`config.mk`:
```
export PLATFORM = sky130hd
export DESIGN_NAME = cpra_ctrl
export DESIGN_NICKNAME = d
export VERILOG_FILES = /design/src/rtl/cpra_pkg.sv /design/src/rtl/cpra_ctrl.sv
export SDC_FILE = /design/constraint.sdc
export NUM_CORES = 1
export LEC_CHECK = 0
export BUFFER_PORTS_ARGS = -buffer_cell sky130_fd_sc_hd__buf_2
export CAP_MARGIN = 10
export CELL_PAD_IN_SITES_DETAIL_PLACEMENT = 0
export CELL_PAD_IN_SITES_GLOBAL_PLACEMENT = 1
export CORE_MARGIN = 2
export CORE_UTILIZATION = 35
export CTS_CLUSTER_SIZE = 24
export DETAILED_ROUTE_END_ITERATION = 8
export PLACE_DENSITY_LB_ADDON = 0.1
export SLEW_MARGIN = 5
export SYNTH_ARGS = -nofsm -noshare
export SYNTH_HDL_FRONTEND = slang
export SYNTH_SLANG_ARGS = --single-unit
```
`constraint.sdc`:
```
create_clock -name i_clk -period 3.68 [get_ports i_clk]
set_input_delay 0.552 -clock i_clk [delete_from_list [all_inputs] [get_ports i_clk]]
set_output_delay 0.552 -clock i_clk [all_outputs]
set_load 0.02 [all_outputs]
```
`src/rtl/cpra_pkg.sv`:
```
package cpra_pkg;

    localparam int PAGES = 4096;
    localparam int PG_W  = $clog2(PAGES);
    localparam int CNT_W = PG_W + 1;
    localparam int DIV_CNT_W = $clog2(PG_W + 1);

    localparam logic CMD_ALLOC   = 1'b0;
    localparam logic CMD_RELEASE = 1'b1;

    localparam int OP_W = 4;
    localparam logic [OP_W-1:0] OP_NONE   = 4'd0;
    localparam logic [OP_W-1:0] OP_LOAD   = 4'd1;
    localparam logic [OP_W-1:0] OP_SETUP  = 4'd2;
    localparam logic [OP_W-1:0] OP_DIV    = 4'd3;
    localparam logic [OP_W-1:0] OP_PRIME1 = 4'd4;
    localparam logic [OP_W-1:0] OP_PRIME2 = 4'd5;
    localparam logic [OP_W-1:0] OP_WALK   = 4'd6;
    localparam logic [OP_W-1:0] OP_MARK   = 4'd7;
    localparam logic [OP_W-1:0] OP_FREE   = 4'd8;
    localparam logic [OP_W-1:0] OP_RSP    = 4'd9;

    typedef struct packed {
        logic             cmd;
        logic [CNT_W-1:0] page_count;
        logic [CNT_W-1:0] boundary;
        logic [PG_W-1:0]  limit_page;
        logic [PG_W-1:0]  release_start;
    } t_req;

    typedef struct packed {
        logic            ok;
        logic [PG_W-1:0] first_page;
    } t_rsp;

    typedef struct packed {
        logic [OP_W-1:0] op;
    } t_dp_cmd;

    typedef struct packed {
        logic sweep_done;
        logic is_release;
        logic req_bad;
        logic sw_zero;
        logic need_div;
        logic div_done;
        logic found;
        logic pass_fail;
        logic pass2;
        logic start_zero;
        logic rsp_free;
    } t_dp_sts;

endpackage

```
`src/rtl/cpra_ctrl.sv`:
```
module cpra_ctrl (
    input  logic              i_clk,
    input  logic              i_rst_n,
    input  logic              i_req_valid,
    output logic              o_req_ready,
    input  cpra_pkg::t_dp_sts i_sts,
    output cpra_pkg::t_dp_cmd o_cmd
);
    import cpra_pkg::*;

    localparam logic [3:0] S_CLEAR  = 4'd0;
    localparam logic [3:0] S_IDLE   = 4'd1;
    localparam logic [3:0] S_DECODE = 4'd2;
    localparam logic [3:0] S_DIV    = 4'd3;
    localparam logic [3:0] S_PRIME1 = 4'd4;
    localparam logic [3:0] S_PRIME2 = 4'd5;
    localparam logic [3:0] S_WALK   = 4'd6;
    localparam logic [3:0] S_MARK   = 4'd7;
    localparam logic [3:0] S_FREE   = 4'd8;
    localparam logic [3:0] S_RESP   = 4'd9;

    logic [3:0] r_state;
    logic [3:0] n_state;

    always_ff @(posedge i_clk) begin
        if (!i_rst_n) begin
            r_state <= S_CLEAR;
        end else begin
            r_state <= n_state;
        end
    end

    always_comb begin
        n_state     = r_state;
        o_cmd.op    = OP_NONE;
        o_req_ready = 1'b0;
        unique case (r_state)
            S_CLEAR: begin
                o_cmd.op = OP_FREE;
                if (i_sts.sweep_done) begin
                    n_state = S_IDLE;
                end
            end
            S_IDLE: begin
                o_req_ready = 1'b1;
                if (i_req_valid) begin
                    o_cmd.op = OP_LOAD;
                    n_state  = S_DECODE;
                end
            end
            S_DECODE: begin
                if (i_sts.is_release) begin
                    n_state = i_sts.sw_zero ? S_RESP : S_FREE;
                end else if (i_sts.req_bad) begin
                    n_state = S_RESP;
                end else begin
                    o_cmd.op = OP_SETUP;
                    n_state  = i_sts.need_div ? S_DIV : S_PRIME1;
                end
            end
            S_DIV: begin
                o_cmd.op = OP_DIV;
                if (i_sts.div_done) begin
                    n_state = S_PRIME1;
                end
            end
            S_PRIME1: begin
                o_cmd.op = OP_PRIME1;
                n_state  = S_WALK;
            end
            S_PRIME2: begin
                o_cmd.op = OP_PRIME2;
                n_state  = S_WALK;
            end
            S_WALK: begin
                o_cmd.op = OP_WALK;
                if (i_sts.found) begin
                    n_state = S_MARK;
                end else if (i_sts.pass_fail) begin
                    n_state = (i_sts.pass2 || i_sts.start_zero) ? S_RESP : S_PRIME2;
                end
            end
            S_MARK: begin
                o_cmd.op = OP_MARK;
                if (i_sts.sweep_done) begin
                    n_state = S_RESP;
                end
            end
            S_FREE: begin
                o_cmd.op = OP_FREE;
                if (i_sts.sweep_done) begin
                    n_state = S_RESP;
                end
            end
            S_RESP: begin
                if (i_sts.rsp_free) begin
                    o_cmd.op = OP_RSP;
                    n_state  = S_IDLE;
                end
            end
            default: begin
                n_state = S_CLEAR;
            end
        endcase
    end
endmodule

```
==> results of run 1 <==
cells in the mapped netlist:
cell type,n
nor2b_1,2
nand2b_1,1
a311o_2,1
a21oi_1,2
nor4b_2,1
o221a_2,1
mux2_1,1
or3_2,2
a211o_2,1
or2b_2,2
o21ai_0,4
nand4b_1,2
o22ai_1,1
o21bai_1,1
nand4_1,1
and2b_2,2
inv_1,3
clkdlybuf4s50_2,1
nor3_1,5
clkbuf_8,1
mux2i_1,4
nor2_1,7
buf_6,3
a21boi_0,1
a2111oi_2,1
a221oi_1,1
nand2_1,7
dfxtp_1,4
final timing paths:
check / from / cells after the start / end
worst min-delay path: r_state[2] / 2 / r_state[2]
worst min register to register: r_state[2] / 2 / r_state[2]
worst max-delay path: r_state[1] / 4 / o_cmd[0]
worst max register to register: r_state[1] / 4 / r_state[0]
kinds of logic after synthesis:
family	Yosys count	synth area share
AND/OR/NAND/NOR	32	0.375
multiplexers	5	0.104
AO/OA/AOI/OAI	14	0.218
flip-flops	4	0.162
buffers and inverters	8	0.142
where the power goes:
group	switching [mW]	internal (mW)	leakage, nW
Clock	0.0173	0.0364	0.0138
Sequential	0.0433	0.0566	0.0327
Combinational	0.105	0.0976	0.198
Total	0.165	0.191	0.245
worst reg2reg max path: stages (launching register included):
cell     delay [ns]
dfxtp_1        0.56
or2b_2         0.37
nor4b_2        0.23
a211o_2        0.21
mux2i_1        0.18
metal layers:
metal	wire length (um)	up-vias	global-route usage
met4	0	0	0.0194
met3	65	0	0.0478
met2	499	15	0.209
met1	552	217	0.201
li1	-	260	-
met5	0	-	0
area by class of cell:
cell class / count / area (um2) / area share
clock buffers: 3 / 22.5 / 0.0397
inverters: 3 / 11.3 / 0.0199
multi-input cells: 51 / 344 / 0.607
flip-flops and latches: 4 / 80.1 / 0.141
well taps: 15 / 18.8 / 0.0331
repair buffers: 18 / 90.1 / 0.159
==> metrics.md, run 1 <==
| Metric | Value |
|---|---|
| Vias in the first global route | between 400 and 500 |
| # clock sinks | 4 |
| Worst path bufs/invs | 1 |
| Die height | about 42 um |
| CP Class | flop to primary output |
| Clock Latency Late Sink | around 0.23 ns |
| Num CTS Buffers | 3 |
| Initial DRC count | 10 |
| Area after DPL | about 540 um2 |
| Sequential area share after synthesis | 0.162 |
| Site row count | 13 |
| Setup slack after layout | roughly 1.7 ns |
| Input/output buffers | 18 |
| Bufs on Longest Clock Path | 2 |
| Unrepaired setup endpoints after global routing | false |
| IO Pins | 19 |
| Startpoint Class | flop |
| Crit-path max FO | 13 |
| Non-filler cells, final | 94 |
| All-Layer GR Usage | 0.141 |
| Final Util | 0.430 |
| Max reg flops | 4 |
| CP max stage cell | dfxtp_1 |
| Area Overhead vs Synth | 14.7% |
| TritonCTS clock tree | yes |
| Fin Setup TNS | 0 ns |
| Starting Density | 0.375 |
| CP arrival | between 1 and 1.5 ns |
| Hpwl dp | ~860 um |
| CP top delay family | flip-flops |
| DR pass1 iterations | 4 |
| Most frequent cells in the layout | buf_2, nor2_1, nand2_1 |
| Worst hold margin | approximately 0.63 ns |
| Slew Limit Fails | 0 |
| Clock root buffer | clkbuf_4 |
| Cell count after synthesis | 63 |
| Final hold viol count | 0 |
| Post-CTS setup buffers | 0 |
| DRC Markers | 0 |
| Post-Layout Inst Area | approximately 570 um2 |
| Via-to-Cell Ratio | around 5.2 |
| Gr ovfl total | 0 |
| Worst VDD drop | just under 0.3 mV |
| H-tree depth | 1 |
| Min Tclk post-route | just over 2 ns |
| Leading area contributor after synthesis | dfxtp_1 |
| Worst slack, placed | between 1.5 and 2 ns |
| Post-route clock period utilization | 0.552 |
| # fillers | roughly 160 |
| Via Count | 492 |
| Maximum clock frequency | just under 500 MHz |
| Ant. Diodes | 0 |
| Register bank with the most flops | r_state |
| Crit. End Element | primary output |
| Core ar. | between 1000 and 1500 um2 |
| PD cells | about 630 nW/um2 |
| Die width | around 42 um |
| Average routed wire per standard cell | approximately 12 um |
| Top flop regs | r_state: 4 flops |
| Final #Nets | 95 |
| Routed WL | between 1000 and 1500 um |
| First-pass GRT wire length | between 1500 and 2000 um |
| Clock slew at reported path FFs | 0.04 ns |
| Die area | approximately 1700 um2 |
| Leakage | 0.245 nW |
| Max stage delay on crit path | around 0.42 ns |
| Setup violations, final | 0 |
| Synth warn | 0 |
| Largest cells by area after synthesis | dfxtp_1, mux2i_1, buf_6 |
| Flop and latch count out of synthesis | 4 |
| Largest net degree at the start of global routing | 16 |
| Post-CTS Resized | 0 |
| Hold WC Path Type | flop to flop |
| CTS Hold Buffers Added | 0 |
| Data required, critical path | around 3.1 ns |
| Synth top area share | 0.162 |
| Final setup skew | between 0.004 and 0.005 ns |
| Syn_area_per_cell | ~8 um2 |
| Post-synthesis cell type count | 28 |
| Status | finished clean |
| Commonest non-fill, non-tap cell in the layout | buf_2 |
| FF-to-FF setup slack | 2.05 ns |
| # placed instances | between 90 and 100 |
| Gpl congestion | ~0.68 |
| Critical-path cell list | nor2_1 > nand2_1 > a221oi_1 > buf_2 |
| Worst Tran Pin Value | between 0.4 and 0.5 ns |
| Synthesized area | ~500 um2 |
| Post-DRT Antenna Nets | 0 |
| Syn_nets | 77 |
| Initial antenna violation count | 0 |
| Layout cells sized above 1 | 0.405 |
| Total of max-cap violations | 0 |
| Final Power | about 360 uW |
| Slew Limit Headroom | 0.684 |
(Power assumes the default switching activity.)
==> inputs of run 2 (changes only) <==
--- a/config.mk
+++ b/config.mk
@@ -10,7 +10,7 @@
 export CELL_PAD_IN_SITES_DETAIL_PLACEMENT = 0
 export CELL_PAD_IN_SITES_GLOBAL_PLACEMENT = 1
 export CORE_MARGIN = 2
-export CORE_UTILIZATION = 35
+export CORE_UTILIZATION = 32
 export CTS_CLUSTER_SIZE = 24
 export DETAILED_ROUTE_END_ITERATION = 8
 export PLACE_DENSITY_LB_ADDON = 0.1
==> constraint.sdc (replaced) <==
create_clock -name i_clk -period 1.9 [get_ports i_clk]
set_input_delay 0.285 -clock i_clk [delete_from_list [all_inputs] [get_ports i_clk]]
set_output_delay 0.285 -clock i_clk [all_outputs]
set_load 0.02 [all_outputs]
==> run 2 against run 1 <==
Net effect:
- critical path depth shrank 1
- total power grew 96%
- worst hold slack lost 0.25 ns
- largest power group unchanged
- highest routed layer is now met4
- non-clock buffer count grew 1
==> metrics.md, run 2 (synthesized netlist as in run 1, its figures left out) <==
| Metric | Value |
|---|---|
| Core ar. | 1470 um2 (+12%) |
| Startpoint Class | flop |
| PD cells | 1210 nW/um2 (+92%) |
| IO Pins | 19 (unchanged) |
| Crit. End Element | primary output |
| Clock slew at reported path FFs | 0.04 ns (about the same) |
| Non-filler cells, final | 96 (+2.1%) |
| Die height | 43.3 um (+4.1%) |
| Gpl congestion | 0.719 (+5.2%) |
| Area Overhead vs Synth | 17.0% |
| Most frequent cells in the layout | buf_2, nand2_1, nor2_1 |
| Max reg flops | 4 (unchanged) |
| Maximum clock frequency | about 570 MHz |
| Post-CTS setup buffers | 0 (unchanged) |
| Die width | 43.3 um (+4.1%) |
| # clock sinks | 4 (unchanged) |
| Min Tclk post-route | around 1.8 ns |
| Die area | 1870 um2 (+8.5%) |
| Bufs on Longest Clock Path | 2 (unchanged) |
| Setup violations, final | 0 (unchanged) |
| TritonCTS clock tree | yes |
| Clock Latency Late Sink | 0.24 ns (about the same) |
| Gr ovfl total | 0 (unchanged) |
| Via Count | 507 (+3.0%) |
| DR pass1 iterations | 4 (unchanged) |
| Unrepaired setup endpoints after global routing | false |
| Top flop regs | r_state: 4 flops |
| Worst path bufs/invs | 1 (unchanged) |
| Post-DRT Antenna Nets | 0 (unchanged) |
| Vias in the first global route | 421 (unchanged) |
| Register bank with the most flops | r_state |
| Ant. Diodes | 0 (unchanged) |
| Leakage | 0.251 nW (+2.5%) |
| Largest net degree at the start of global routing | 15 (-1) |
| Num CTS Buffers | 3 (unchanged) |
| Input/output buffers | 18 (unchanged) |
| Worst Tran Pin Value | 0.457 ns (-0.0161 ns) |
| Final hold viol count | 0 (unchanged) |
| First-pass GRT wire length | 1840 um (-4.7%) |
| Layout cells sized above 1 | 0.425 (+0.0199) |
| Final #Nets | 96 (+1.1%) |
| Total of max-cap violations | 0 (unchanged) |
| Site row count | 14 (+1) |
| CP Class | flop to primary output |
| Fin Setup TNS | 0 ns (unchanged) |
| Slew Limit Headroom | 0.695 (+0.0107) |
| Critical-path cell list | or2b_2 > nor2_1 > buf_2 |
| CP startpoint | r_state[1] |
| Routed WL | 1140 um (+1.9%) |
| Crit-path max FO | 13 (unchanged) |
| Worst hold path startpoint | i_rst_n |
| CP top delay family | flip-flops |
| Final setup skew | 0.000103 ns (-0.00395 ns) |
| Data required, critical path | 1.62 ns (-1.51 ns) |
| Slew Limit Fails | 0 (unchanged) |
| Initial DRC count | 15 (+5) |
| CP max stage cell | dfxtp_1 |
| Post-route clock period utilization | 0.926 |
| Max stage delay on crit path | 0.58 ns (+0.16 ns) |
| Via-to-Cell Ratio | 5.28 (+0.90%) |
| Hpwl dp | 870 um (+1.7%) |
| All-Layer GR Usage | 0.127 (-0.0136) |
| Average routed wire per standard cell | 11.9 um (-0.24%) |
| Commonest non-fill, non-tap cell in the layout | buf_2 |
| Initial antenna violation count | 0 (unchanged) |
| H-tree depth | 1 (unchanged) |
| DRC Markers | 0 (unchanged) |
| Reg2reg start | r_state[1] |
| Status | finished clean |
| CP arrival | 1.47 ns (about the same) |
| # placed instances | 93 (+2.2%) |
| Starting Density | 0.336 (-0.0392) |
| Worst VDD drop | 0.528 mV (+78%) |
| Hold WC Path Type | input pin to flop |
| Clock root buffer | clkbuf_4 |
-- run 2: cell types whose count changed in the layout (fill, tap and decap cells not counted) --
cell and delta:
buf_4 +1, nor2_1 -1, nor2_2 +1
-- run 2: area by class of cell --
type | count | area (um2)
clock buffer | 3 | 22.5
fill | 172 | 893
inverter | 3 | 11.3
multi-input combinational | 51 | 347
sequential | 4 | 80.1
tap | 16 | 20.0
timing repair buffer | 19 | 97.6
-- run 2: worst paths after layout --
check             slack (ns)    endpoint  cells past startpoint
setup / recovery        0.14    o_cmd[1]                      3
hold / removal          0.38  r_state[3]                      3
setup reg to reg        0.26  r_state[1]                      4
hold reg to reg         0.65  r_state[0]                      2
-- run 2: tightest hold or removal path: stages --
cell and delay (ns):
buf_2 0.15, nand2_1 0.07, mux2i_1 0.05
-- run 2: through the flow --
step / util / instance area (um2) / hold slack [ns] / total power [mW] / worst slack (ns)
2_1_floorplan: - / 494 / 0.595 / 0.532 / 0.292
3_3_place_gp: 0.376 / 553 / 0.617 / 0.599 / 0.329
3_5_place_dp: 0.376 / 553 / 0.623 / 0.593 / 0.280
4_1_cts: 0.391 / 576 / 0.377 / 0.702 / 0.0866
5_1_grt: 0.393 / 578 / 0.394 / 0.753 / 0.0372
6_report: 0.393 / 578 / 0.379 / 0.699 / 0.140
-- run 2: what timing repair did --
item	CTS	global route
hold buffers	0	0
setup endpoints to repair	0	1
gates resized for setup	0	1
-- run 2: routing by layer --
metal	routed length, um	vias up	GRT usage
li1	-	263	-
met1	552	224	0.173
met2	500	18	0.200
met3	70	2	0.0298
met4	14	0	0.0364
met5	0	-	0
-- run 2: report_power, final --
part | internal [mW] | total (mW) | switching, mW
Sequential | 0.110 | 0.189 | 0.0795
Clock | 0.0708 | 0.107 | 0.0366
Combinational | 0.195 | 0.402 | 0.207
Total | 0.375 | 0.699 | 0.323
